## src/hw/rtl/tljs_pkg.sv

```systemverilog
package tljs_pkg;

  localparam int unsigned MaxWords = 64;

  localparam logic [1:0] MODE_WORD = 2'd0;
  localparam logic [1:0] MODE_CHAR = 2'd1;
  localparam logic [1:0] MODE_DIST = 2'd2;
  localparam logic [1:0] MODE_AUTO = 2'd3;

  typedef struct packed {
    logic        has_text;
    logic [15:0] fill_px;
    logic [15:0] meas_px;
    logic [6:0]  n_words;
    logic [11:0] n_chars;
    logic [1:0]  just_sel;
  } in_t;

  typedef struct packed {
    logic [5:0]  gap_index;
    logic [15:0] gap_space;
    logic        gap_valid;
    logic [15:0] word_adjust;
    logic [15:0] char_adjust;
    logic        char_valid;
    logic        justified;
    logic        last;
  } out_t;

  // datapath operation of one microcode step
  typedef enum logic [2:0] {
    OP_NOP,
    OP_SETUP,
    OP_LOAD_W,
    OP_LOAD_C,
    OP_DIV_STEP,
    OP_STORE_W,
    OP_STORE_C,
    OP_EMIT
  } op_e;

  // jump condition; a step jumps to its target when the condition holds
  typedef enum logic [2:0] {
    CND_NEVER,
    CND_ALWAYS,
    CND_NO_START,
    CND_NO_WORD,
    CND_NO_CHAR,
    CND_DIV_MORE,
    CND_NOT_LAST
  } cond_e;

  typedef logic [3:0] upc_t;

  typedef struct packed {
    op_e   op;
    cond_e cond;
    upc_t  target;
  } ctrl_t;

  localparam upc_t UPC_IDLE   = 4'd0;
  localparam upc_t UPC_SETUP  = 4'd1;
  localparam upc_t UPC_WCHK   = 4'd2;
  localparam upc_t UPC_WLOAD  = 4'd3;
  localparam upc_t UPC_WDIV   = 4'd4;
  localparam upc_t UPC_WSTORE = 4'd5;
  localparam upc_t UPC_CCHK   = 4'd6;
  localparam upc_t UPC_CLOAD  = 4'd7;
  localparam upc_t UPC_CDIV   = 4'd8;
  localparam upc_t UPC_CSTORE = 4'd9;
  localparam upc_t UPC_EMIT   = 4'd10;
  localparam upc_t UPC_DONE   = 4'd11;

  // microcode store
  function automatic ctrl_t ucode(input upc_t pc);
    ctrl_t w;
    unique case (pc)
      UPC_IDLE:   w = '{op: OP_NOP,      cond: CND_NO_START, target: UPC_IDLE};
      UPC_SETUP:  w = '{op: OP_SETUP,    cond: CND_NEVER,    target: UPC_IDLE};
      UPC_WCHK:   w = '{op: OP_NOP,      cond: CND_NO_WORD,  target: UPC_CCHK};
      UPC_WLOAD:  w = '{op: OP_LOAD_W,   cond: CND_NEVER,    target: UPC_IDLE};
      UPC_WDIV:   w = '{op: OP_DIV_STEP, cond: CND_DIV_MORE, target: UPC_WDIV};
      UPC_WSTORE: w = '{op: OP_STORE_W,  cond: CND_NEVER,    target: UPC_IDLE};
      UPC_CCHK:   w = '{op: OP_NOP,      cond: CND_NO_CHAR,  target: UPC_EMIT};
      UPC_CLOAD:  w = '{op: OP_LOAD_C,   cond: CND_NEVER,    target: UPC_IDLE};
      UPC_CDIV:   w = '{op: OP_DIV_STEP, cond: CND_DIV_MORE, target: UPC_CDIV};
      UPC_CSTORE: w = '{op: OP_STORE_C,  cond: CND_NEVER,    target: UPC_IDLE};
      UPC_EMIT:   w = '{op: OP_EMIT,     cond: CND_NOT_LAST, target: UPC_EMIT};
      UPC_DONE:   w = '{op: OP_NOP,      cond: CND_ALWAYS,   target: UPC_IDLE};
      default:    w = '{op: OP_NOP,      cond: CND_ALWAYS,   target: UPC_IDLE};
    endcase
    return w;
  endfunction

endpackage

```

## src/hw/rtl/text_line_justify_spacing.sv

```systemverilog
// Channel   Ports                      Direction  Transfer
// request   start_i, busy_o, req_i     in         start_i high and busy_o low at a clock edge
// result    valid_o, res_o             out        one cycle per result, marked by valid_o
//
// Steps: a request runs two 16-step restoring divisions, one for word gaps and one
// for character gaps, then emits one result per cycle; a skipped division omits its
// load, division and store steps. A DONE step follows the last result before idle.
// The step rate is set by the shared one-bit-per-cycle divider and the emit loop.
// Reset: rst_ni asynchronous, active low; returns the sequencer to its idle step.
// Stalls: the receiver cannot stall; results leave one per cycle back to back.
module text_line_justify_spacing (
  input  logic             clk_i,
  input  logic             rst_ni,
  input  logic             start_i,
  input  tljs_pkg::in_t    req_i,
  output logic             busy_o,
  output logic             valid_o,
  output tljs_pkg::out_t   res_o
);

  // sequencer
  tljs_pkg::upc_t  pc_q, pc_d;
  tljs_pkg::ctrl_t cw;
  logic            jump;
  logic            valid_q;
  logic            accept;

  // request and setup results
  tljs_pkg::in_t   req_q;
  logic [15:0]     word_extra_q, char_extra_q;
  logic            word_app_q, char_app_q, justified_q;
  logic [5:0]      gaps_q;

  // shared divider
  logic [15:0]     quo_q;
  logic [11:0]     rem_q;
  logic [11:0]     den_q;
  logic [3:0]      div_cnt_q;
  logic [12:0]     trial;
  logic            fits;

  // stored quotients and emit state
  logic [15:0]     per_gap_q, char_adj_q;
  logic [5:0]      rem_w_q;
  logic [5:0]      idx_q;
  logic [5:0]      last_idx;
  logic            is_last;
  tljs_pkg::out_t  res_q;

  // setup combinational terms
  logic [15:0]     extra;
  logic            do_just;
  logic [6:0]      words_sat;
  logic            multi;
  logic            use_w, use_c;
  logic [15:0]     we, ce;

  assign cw     = tljs_pkg::ucode(pc_q);
  assign busy_o = (pc_q != tljs_pkg::UPC_IDLE);
  assign accept = start_i && !busy_o;

  // line decision: how the shortfall splits between word and character gaps
  always_comb begin
    extra     = req_q.fill_px - req_q.meas_px;
    do_just   = req_q.has_text && (req_q.fill_px != 16'd0)
                && (req_q.meas_px < req_q.fill_px);
    words_sat = (req_q.n_words > 7'(tljs_pkg::MaxWords)) ? 7'(tljs_pkg::MaxWords)
                                                          : req_q.n_words;
    multi     = (words_sat > 7'd1);
    use_w     = 1'b0;
    use_c     = 1'b0;
    we        = '0;
    ce        = '0;
    case (req_q.just_sel)
      tljs_pkg::MODE_WORD: begin
        use_w = 1'b1;
        we    = extra;
      end
      tljs_pkg::MODE_CHAR: begin
        use_c = 1'b1;
        ce    = extra;
      end
      tljs_pkg::MODE_DIST: begin
        use_c = 1'b1;
        if (multi) begin
          use_w = 1'b1;
          we    = extra >> 1;
          ce    = extra - (extra >> 1);
        end else begin
          ce    = extra;
        end
      end
      default: begin
        if (multi) begin
          use_w = 1'b1;
          we    = extra;
        end else begin
          use_c = 1'b1;
          ce    = extra;
        end
      end
    endcase
  end

  // restoring division: shift in one dividend bit, subtract when it fits
  assign trial = {rem_q, quo_q[15]};
  assign fits  = (trial >= {1'b0, den_q});

  // final gap index is gaps-1 when word spacing applies, else the single result
  assign last_idx = word_app_q ? (gaps_q - 6'd1) : 6'd0;
  assign is_last  = (idx_q == last_idx);

  always_comb begin
    unique case (cw.cond)
      tljs_pkg::CND_NEVER:    jump = 1'b0;
      tljs_pkg::CND_ALWAYS:   jump = 1'b1;
      tljs_pkg::CND_NO_START: jump = !start_i;
      tljs_pkg::CND_NO_WORD:  jump = !word_app_q;
      tljs_pkg::CND_NO_CHAR:  jump = !char_app_q;
      tljs_pkg::CND_DIV_MORE: jump = (div_cnt_q != 4'd0);
      tljs_pkg::CND_NOT_LAST: jump = !is_last;
      default:                jump = 1'b0;
    endcase
    pc_d = jump ? cw.target : pc_q + 4'd1;
  end

  // control state: step counter and result strobe
  always_ff @(posedge clk_i or negedge rst_ni) begin
    if (!rst_ni) begin
      pc_q    <= tljs_pkg::UPC_IDLE;
      valid_q <= 1'b0;
    end else begin
      pc_q    <= pc_d;
      valid_q <= (cw.op == tljs_pkg::OP_EMIT);
    end
  end

  // datapath driven by the control word
  always_ff @(posedge clk_i) begin
    if (accept) begin
      req_q <= req_i;
    end
    unique case (cw.op)
      tljs_pkg::OP_SETUP: begin
        word_extra_q <= we;
        char_extra_q <= ce;
        word_app_q   <= do_just && use_w && multi;
        char_app_q   <= do_just && use_c && (req_q.n_chars > 12'd1);
        justified_q  <= do_just;
        gaps_q       <= 6'(words_sat - 7'd1);
        per_gap_q    <= '0;
        rem_w_q      <= '0;
        char_adj_q   <= '0;
        idx_q        <= '0;
      end
      tljs_pkg::OP_LOAD_W: begin
        quo_q     <= word_extra_q;
        rem_q     <= '0;
        den_q     <= {6'd0, gaps_q};
        div_cnt_q <= 4'd15;
      end
      tljs_pkg::OP_LOAD_C: begin
        quo_q     <= char_extra_q;
        rem_q     <= '0;
        den_q     <= req_q.n_chars - 12'd1;
        div_cnt_q <= 4'd15;
      end
      tljs_pkg::OP_DIV_STEP: begin
        rem_q     <= fits ? 12'(trial - {1'b0, den_q}) : trial[11:0];
        quo_q     <= {quo_q[14:0], fits};
        div_cnt_q <= div_cnt_q - 4'd1;
      end
      tljs_pkg::OP_STORE_W: begin
        per_gap_q <= quo_q;
        rem_w_q   <= rem_q[5:0];
      end
      tljs_pkg::OP_STORE_C: begin
        char_adj_q <= quo_q;
      end
      tljs_pkg::OP_EMIT: begin
        // remainder pixels go to the lowest-numbered gaps
        res_q.gap_index   <= word_app_q ? idx_q : 6'd0;
        res_q.gap_space   <= word_app_q ? (per_gap_q + {15'd0, (idx_q < rem_w_q)}) : 16'd0;
        res_q.gap_valid   <= word_app_q;
        res_q.word_adjust <= word_app_q ? per_gap_q : 16'd0;
        res_q.char_adjust <= char_adj_q;
        res_q.char_valid  <= char_app_q;
        res_q.justified   <= justified_q;
        res_q.last        <= is_last;
        idx_q             <= idx_q + 6'd1;
      end
      default: begin
      end
    endcase
  end

  assign valid_o = valid_q;
  assign res_o   = res_q;

`ifndef SYNTHESIS
  // results only appear while a request is in progress
  a_valid_busy: assert property (@(posedge clk_i) disable iff (!rst_ni)
    valid_o |-> busy_o) else $error("result outside a request");

  // a non-final result is followed directly by the next one
  a_burst: assert property (@(posedge clk_i) disable iff (!rst_ni)
    (valid_o && !res_o.last) |=> valid_o) else $error("gap in result burst");

  // nothing follows the final result
  a_after_last: assert property (@(posedge clk_i) disable iff (!rst_ni)
    (valid_o && res_o.last) |=> !valid_o) else $error("result after last");

  // a result without word spacing is always the only one
  a_single: assert property (@(posedge clk_i) disable iff (!rst_ni)
    (valid_o && !res_o.gap_valid) |-> res_o.last) else $error("extra result without gaps");
`endif

endmodule

```

## config.mk

```make
export PLATFORM = sky130hd
export DESIGN_NAME = text_line_justify_spacing
export DESIGN_NICKNAME = d
export VERILOG_FILES = /design/src/hw/rtl/tljs_pkg.sv /design/src/hw/rtl/text_line_justify_spacing.sv
export SDC_FILE = /design/constraint.sdc
export NUM_CORES = 1
export LEC_CHECK = 0
export ABC_CLOCK_PERIOD_IN_PS = 4800
export BUFFER_PORTS_ARGS = -buffer_cell sky130_fd_sc_hd__buf_2
export CELL_PAD_IN_SITES_DETAIL_PLACEMENT = 1
export CELL_PAD_IN_SITES_GLOBAL_PLACEMENT = 1
export CORE_ASPECT_RATIO = 0.7
export CORE_MARGIN = 4
export CORE_UTILIZATION = 45
export CTS_BUF_LIST = sky130_fd_sc_hd__clkbuf_4 sky130_fd_sc_hd__clkbuf_8
export DETAILED_ROUTE_END_ITERATION = 6
export GPL_TIMING_DRIVEN = 0
export PLACE_DENSITY = 0.76
export SLEW_MARGIN = 20
export SYNTH_ARGS = -nofsm -noshare
export SYNTH_HDL_FRONTEND = slang
export SYNTH_SLANG_ARGS = --single-unit
```

## constraint.sdc

```tcl
create_clock -name clk_i -period 4.8 [get_ports clk_i]
set_input_delay 0.48 -clock clk_i [delete_from_list [all_inputs] [get_ports clk_i]]
set_output_delay 0.48 -clock clk_i [all_outputs]
set_load 0.01 [all_outputs]
```

-- Word level (Yosys, flattened, before mapping)
Memories as Yosys holds them, arrays and structs flattened.
Index checks and enable logic that the tools add are counted.
- flip-flop bits (word level): 246
- memory bits (read-only): 144
- memories kept: 1
- word-level logic and storage cells: 110
- input port bits: 57
- output and inout bits: 60
- order comparisons: 6
- equal/unequal tests: 16
- reductions and logical operators: 24
- add/sub/neg operators: 10
- muxes and demuxes: 23
- memory list (name ; words ; bits a word ; rd ports ; clocked after memory_dff ; write ports ; RTL line ; RTL):
    (name not given) ; 16 ; 9 ; 1 ; 0 ; 0 ; tljs_pkg.sv:77 ; unique case (pc)
- operators with widths (kind ; count):
    16-bit one-hot mux with 3 select lines ; 3
    16-bit one-hot mux with 2 select lines ; 2
    16-bit two-way mux ; 3
    12-bit one-hot mux with 2 select lines ; 2
    6-bit one-hot mux with 2 select lines ; 2
    3-bit equality test (second input constant) ; 7
    16-bit by 1-bit adder with 16-bit output ; 1
    16-bit < comparator ; 1
    16-bit nonzero test ; 1
    16-bit by 15-bit subtractor with 16-bit output ; 1
    16-bit subtractor ; 1
    15-bit two-way mux ; 1
    13-bit by 12-bit >= comparator with 1-bit output ; 1
    3-bit by 2-bit equality test with 1-bit output (second input constant) ; 4
    12-bit by 1-bit greater-than comparator with 1-bit output (second input constant) ; 1
    12-bit two-way mux ; 1
    12-bit by 1-bit subtractor with 12-bit output (second input constant) ; 1
    12-bit subtractor ; 1
    6-bit by 1-bit subtractor with 6-bit output (second input constant) ; 2
    2-bit nonzero test ; 5
    4-bit one-hot mux with 2 select lines ; 1
    4-bit nonzero test ; 2
    7-bit by 1-bit greater-than comparator with 1-bit output (second input constant) ; 1
    7-bit greater-than comparator (second input constant) ; 1
    other kinds (19) ; 33

-- Depth between registers and ports, before layout
Gate-level depths: netlist of run 1.
- depth after elaboration: 7
- depth in mapped cells: 17
- depth with buffers taken out: 17

-- Least setup slack after synthesis of run 1
No wires, ideal clock.
- path type: register to register
- start point: register req_q[45] in the netlist's numbering
- end point: register char_extra_q[15], data pin
- path buffers: 1
- stages on the path, launching flop included: 16
- slack: 1.350 ns
- data required time: 4.526 ns
- arrival: 3.176 ns
- library setup time: 0.274 ns
- clock period less this slack: 3.450 ns
- path through: edfxtp_1 ha_1 and3_1 clkbuf_1 a31o_1 a41o_1 o31a_1 xnor2_1 inv_1 ha_1 a21oi_1 nor2_1 a211oi_1 nand2_1 o21ai_0 mux2i_1
- cells in the longest elaborated chain, start to end: 4
- elaborated cells on any way between the ends: 5
- those cells by class: add/sub (2); mux (3)
- ends and longest elaborated chain (what ; RTL line ; RTL):
    from (decl) ; text_line_justify_spacing.sv:29 ; tljs_pkg::in_t req_q;
    from (signal assigned) ; text_line_justify_spacing.sv:141 ; req_q <= req_i;
    16-bit subtractor (*) ; text_line_justify_spacing.sv:64 ; extra = req_q.fill_px - req_q.meas_px;
    16-bit by 15-bit subtractor with 16-bit output ; text_line_justify_spacing.sv:88 ; ce = extra - (extra >> 1);
    16-bit two-way mux ; text_line_justify_spacing.sv:85 ; if (multi) begin
    16-bit one-hot mux with 3 select lines (*) ; text_line_justify_spacing.sv:74 ; case (req_q.just_sel)
    net ce[15] ; text_line_justify_spacing.sv:56 ; logic [15:0] we, ce;
    to (signal assigned) ; text_line_justify_spacing.sv:146 ; char_extra_q <= ce;
    to (decl) ; text_line_justify_spacing.sv:30 ; logic [15:0] word_extra_q, char_extra_q;
The timed path passes the listed nets; every way through them passes the cells marked *.
A chain may end at the register's enable or synchronous reset.

-- Worst setup path after layout of run 1
- start point: register req_q[37] in the netlist's numbering
- end point: register char_extra_q[13], data pin
Same word-level chain as after synthesis.

==> results of run 1 <==
## cells in the final DEF (no fill, tap or decap), types with 7 or more instances in the layout
cell	count
clkinv_1	10
nand3_1	21
nor3_1	16
a21o_1	8
nand2_1	80
a31oi_1	7
o21a_1	9
o22ai_1	33
a21oi_1	43
a211oi_1	11
ha_1	68
clkbuf_1	23
a22oi_1	16
nor4_1	10
and2_1	43
nand4_1	10
nor2_1	79
clkbuf_8	40
clkbuf_4	9
mux2i_1	11
o21ai_0	25
xor2_1	30
inv_1	81
edfxtp_1	241
and3_1	28
o21ai_1	15
nor2b_1	9
buf_2	120
xnor2_1	38
nand2b_1	13
## path summary, 6_finish.rpt
kind / from / endpoint / slack (ps)
worst min register to register: char_adj_q[14]$_SDFFCE_PP0P_ / res_o[17]$_DFFE_PP_ / 410
worst min-delay path: req_i[29] / req_q[29]$_DFFE_PP_ / 100
max in group asynchronous: rst_ni / valid_o$_DFF_PN0_ / 4390
worst max-delay path: req_q[37]$_DFFE_PP_ / char_extra_q[13]$_DFFE_PN_ / 660
worst max register to register: req_q[37]$_DFFE_PP_ / char_extra_q[13]$_DFFE_PN_ / 660
min in group asynchronous: rst_ni / pc_q[2]$_DFF_PN0_ / 270
## where the power goes
| part | internal, W | switching [W] | leakage, nW |
|---|---|---|---|
| Clock | 0.000858 | 0.000836 | 0.383 |
| Combinational | 0.00176 | 0.00288 | 2.93 |
| Sequential | 0.00342 | 0.000439 | 2.30 |
| Total | 0.00604 | 0.00416 | 5.61 |
## repair_timing
action / 4_1_cts / 5_1_grt
endpoints found under the setup margin: 0 / 0
endpoints found under the hold margin: 5 / 0
hold buffers: 1 / 0
## layer usage
metal	part of all wire	track usage
met1	0.49	0.2890
met2	0.43	0.2893
met3	0.055	0.03861
met4	0.020	0.05152
met5	0	0
## cells by family (layout without fill, tap and decap cells)
logic type	after synthesis	after routing	share of synthesized area
xor+xnor	68	68	0.04785
flops	246	246	0.5915
fa+ha+maj	71	71	0.07319
simple gates	341	341	0.1395
buf+inv	116	302	0.03539
compound gates	194	194	0.09792
mux	16	16	0.01458
## state kept, by name (all words and copies together) (netlist names), 12 cells and up
| register | count |
|---|---|
| char_adj_q | 16 |
| char_extra_q | 16 |
| den_q | 12 |
| per_gap_q | 16 |
| quo_q | 16 |
| rem_q | 12 |
| req_q | 54 |
| res_o | 58 |
| word_extra_q | 16 |
## layout make-up
type | count | area, um^2
clock buffers | 49 | 618.1
inverters | 84 | 317.8
clock inverters | 18 | 111.4
well taps | 364 | 455.4
plain buffers | 32 | 126.4
flip-flops and latches | 246 | 7362
repair buffers | 119 | 638.1
multi-input cells | 690 | 4648
fillers | 2849 | 12690
## through the flow
| stage | power [W] | hold slack [ps] |
|---|---|---|
| 5_1_grt | 0.01100 | 50.85 |
| 6_report | 0.01019 | 95.50 |
| 2_1_floorplan | 0.007167 | 184.4 |
| 3_5_place_dp | 0.008524 | 311.3 |
| 3_3_place_gp | 0.008281 | 313.4 |
| 4_1_cts | 0.01027 | 41.91 |
==> flow_summary.yaml, run 1 <==
pwr:
  powerDensity_nw_per_um2: 713.9
  p_leak_nw: 5.608
  peakVddDrop_uv: 270.7
clocking:
  numCtsBuffers: 40
  cts_setup_buffers: 0
  cts-root-buf: "clkbuf_8"
  cts_resized: 0
  cts_buffer_depth: 3
  clk_pin_slew_worst_paths_ps: 60
  h-tree-depth: 2
  cts_tree: "built"
  clock_latency_ps: 570
  cts_sinks: 246
worst_setup_path:
  cp-end-kind: "flip-flop"
  cp.required_ps: 5090
  cp_cell_sequence: "inv_1 -> ha_1 -> fa_1 -> nor2b_1 -> o211ai_1 -> a31oi_1 -> o21ai_0 -> nand2b_1 -> xnor2_1 -> inv_1 -> ha_1 -> nand3_1 -> o21bai_1 -> nor4_1 -> a21oi_1 -> xnor2_1 -> o22ai_1"
  cp_num_cells: 17
  crit_path_start_kind: "flip-flop"
  path_class: "reg2reg"
  path_buf_inv: 2
  crit_family: "adder cells"
  rr_worst_depth: 17
  slowest_stage: "nor4_1"
  critPathMaxStageDelay_ps: 610
  cp.arrival_ps: 4430
  critical_path.max_fanout: 6
placement:
  post_dp_cell_area_um2: 13540
  placed_cells: 1534
  place_ws_ps: 688.2
  numPortBuffers: 116
  globalplace.congestion: 0.8688
  dp_hpwl_mm: 22.10
die:
  initial_core_util: 0.4616
  die_y_um: 147.1
  die_w_um: 206.8
  core_um2: 26960
  io_pins: 117
  die_area_um2: 30420
  row_count: 50
synthesis:
  syn_avg_cell_area_um2: 11.83
  synth_commonest_cells: "edfxtp_1 (241), inv_1 (83), nand2_1 (80)"
  synth_top_area_frac: 0.5815
  synthFlopType: "edfxtp_1"
  postSynthCellCount: 1052
  ys_ff_latch: 246
  synth.most_common_cell: "edfxtp_1"
  synth_area_leaders: "edfxtp_1 (58%), ha_1 (6.8%), xnor2_1 (2.7%)"
  syn-num-nets: 1180
  synth_cell_types: 63
  synth_edf_count: 241
  syn_area_um2: 12450
  yosysSeqAreaShare: 0.5915
  synth_area_leader_cell: "edfxtp_1"
  async_flop_share: 0.02033
  yosys_warnings: 0
route:
  drt_iter0_markers: 436
  route.detailed.drc: 0
  antenna_left: 0
  wl_mm: 28.99
  wl_per_cell_um: 18.10
  drt_pre_antenna_iters: 5
  vias: 8485
  vias_per_cell: 5.297
global_route:
  grt_pass1_vias: 8857
  grt_pass1_wl_mm: 47.27
  antenna_found_initial: 0
  grt-ovfl-total: 0
  globalRouteTotalUtil: 0.1933
  grt_max_degree: 59
hold_path:
  worstHoldPathCells: 1
  min_path_type: "in2reg"
outcome:
  status: "complete, no violations"
sta:
  skew_ps: 19.51
  tightestPinTransition_ps: 987.9
  max_freq_mhz: 241.4
  fin_crit_sh: 0.8631
  worst_slack_ps: 657.1
  drv_slew: 0
  tns_ps: 0
  fin_crit_ps: 4143
  setup_viol: 0
  hold_violations: 0
  relSlewSlack: 0.3400
  rsz0062_at_grt: "false"
flow_run:
  maxCapViolations: 0
finish:
  fin_nets: 1341
  diodes: 0
  drive_above_1_share: 0.1583
  final_area_um2: 14280
  area_growth_pct: 14.72
  layout.cells.non_filler: 1602
  final_core_util: 0.5295
Note: power is estimated with default switching activity, not from simulation.
==> run 2, diff against run 1 <==
- RECOVER_POWER: unset -> 25
==> run 2 against run 1 <==
  * Cell count unchanged
  * Combinational power hardly changed
  * Non-clock buffer count stayed put
  * Highest routed layer unchanged
  * Final area down 0.40%
  * Global-route usage stayed put
==> flow_summary.yaml, run 2 (synthesis gave the netlist of run 1 again) <==
outcome:
  status: "complete, no violations"
worst_setup_path:
  path_class: "reg2reg"
  r2r_end: "char_extra_q[13]$_DFFE_PN_"
  cp-end-kind: "flip-flop"
  rr_worst_depth: 17
  cp.arrival_ps: 4430
  slowest_stage: "nor4_1"
  r2r_start: "req_q[37]$_DFFE_PP_"
  cp_cell_sequence: "inv_1 -> ha_1 -> fa_1 -> nor2b_1 -> o211ai_1 -> a31oi_1 -> o21ai_0 -> nand2b_1 -> xnor2_1 -> inv_1 -> ha_1 -> nand3_1 -> o21bai_1 -> nor4_1 -> a21oi_1 -> xnor2_1 -> o22ai_1"
  cp.required_ps: 5090
  critical_path.max_fanout: 6
  critPathMaxStageDelay_ps: 610
  r2r_setup_slack_ps: 660
  crit_path_start_kind: "flip-flop"
  setup.worst_path.start: "req_q[37]$_DFFE_PP_"
finish:
  largest_reg_flops: 58
  drive_above_1_share: 0.1212
  layout_common_cells: "edfxtp_1 (241), inv_1 (81), nand2_1 (80), nor2_1 (79), buf_2 (74)"
  diodes: 0
  layout_commonest_cell: "edfxtp_1"
  area_growth_pct: 14.26
  final_core_util: 0.5274
  final_area_um2: 14220
  fin_nets: 1341
die:
  core_um2: 26960
  initial_core_util: 0.4616
  io_pins: 117
  row_count: 50
  die_y_um: 147.1
  die_area_um2: 30420
  die_w_um: 206.8
global_route:
  grt_max_degree: 59
  grt_pass1_wl_mm: 47.27
  antenna_found_initial: 0
  globalRouteTotalUtil: 0.1933
  grt_pass1_vias: 8857
  grt-ovfl-total: 0
pwr:
  p_leak_nw: 5.476
  powerDensity_nw_per_um2: 716.4
  peakVddDrop_uv: 270.7
sta:
  hold_violations: 0
  drv_slew: 0
  max_freq_mhz: 241.5
  tightestPinTransition_ps: 978.1
  relSlewSlack: 0.3429
  hold_ws_ps: 95.31
  worst_slack_ps: 659.8
  tns_ps: 0
  rsz0062_at_grt: "false"
  skew_ps: 19.23
  fin_crit_sh: 0.8625
  fin_crit_ps: 4140
  setup_viol: 0
clocking:
  cts_sinks: 246
  numCtsBuffers: 40
  clk_pin_slew_worst_paths_ps: 60
  cts_buffer_depth: 3
  h-tree-depth: 2
  cts_resized: 0
  cts_tree: "built"
  cts_hold_buf: 1
  cts-root-buf: "clkbuf_8"
  clock_latency_ps: 570
  cts_setup_buffers: 0
placement:
  post_dp_cell_area_um2: 13540
  place_ws_ps: 688.2
  globalplace.congestion: 0.8688
  numPortBuffers: 116
  dp_hpwl_mm: 22.10
hold_path:
  worstHoldPathCells: 1
  worstHoldStart: "req_i[29]"
  min_to: "req_q[29]$_DFFE_PP_"
  min_path_type: "in2reg"
route:
  drt_iter0_markers: 408
  vias_per_cell: 5.280
  wl_mm: 29.05
  drt_pre_antenna_iters: 5
  route.detailed.drc: 0
  vias: 8459
  antenna_left: 0
  wl_per_cell_um: 18.13
flow_run:
  maxCapViolations: 0
-- run 2: final cells by class --
cell class | count | area, um^2
Buffer | 32 | 126.4
Timing Repair Buffer | 119 | 580.6
Fill cell | 2873 | 12740
Inverter | 84 | 317.8
Clock buffer | 49 | 618.1
Sequential cell | 246 | 7362
Clock inverter | 18 | 111.4
Tap cell | 364 | 455.4
Multi-Input combinational cell | 690 | 4648
-- run 2: worst max path at each step --
stage | end | slack [ps] | cells past startpoint
after floorplan | char_extra_q[15]$_DFFE_PN_ | 1350 | 15
after global placement | res_o[23]$_SDFFCE_PN0P_ | 620 | 6
after detailed placement | char_extra_q[13]$_DFFE_PN_ | 690 | 17
after CTS | char_extra_q[13]$_DFFE_PN_ | 650 | 17
after global routing | char_extra_q[13]$_DFFE_PN_ | 320 | 17
final | char_extra_q[13]$_DFFE_PN_ | 660 | 17
-- run 2: through the flow --
step / power (W) / std cells
global placement: 0.008281 / 1532
CTS: 0.01027 / 1602
finish: 0.01019 / 1602
detailed placement: 0.008524 / 1534
floorplan: 0.007167 / 1052
global route: 0.01100 / 1602
-- run 2: routing by layer --
metal / track usage / wire length [um]
met1: 0.2890 / 14390
met2: 0.2893 / 12480
met3: 0.03861 / 1609
met4: 0.05152 / 566
met5: 0 / 0
-- run 2: worst max-delay path, delay by kind of cell (launching register included) --
kind	cells	cell delay, ps
compound gates	6	880
xor+xnor	2	500
fa+ha+maj	3	1020
buf+inv	2	150
flops	1	360
simple gates	4	980
-- run 2: power breakdown --
part	switching [W]	leakage [nW]	total (W)	internal, W
Combinational	0.00288	2.79	0.00464	0.00176
Clock	0.000835	0.383	0.00169	0.000858
Sequential	0.000439	2.30	0.00386	0.00342
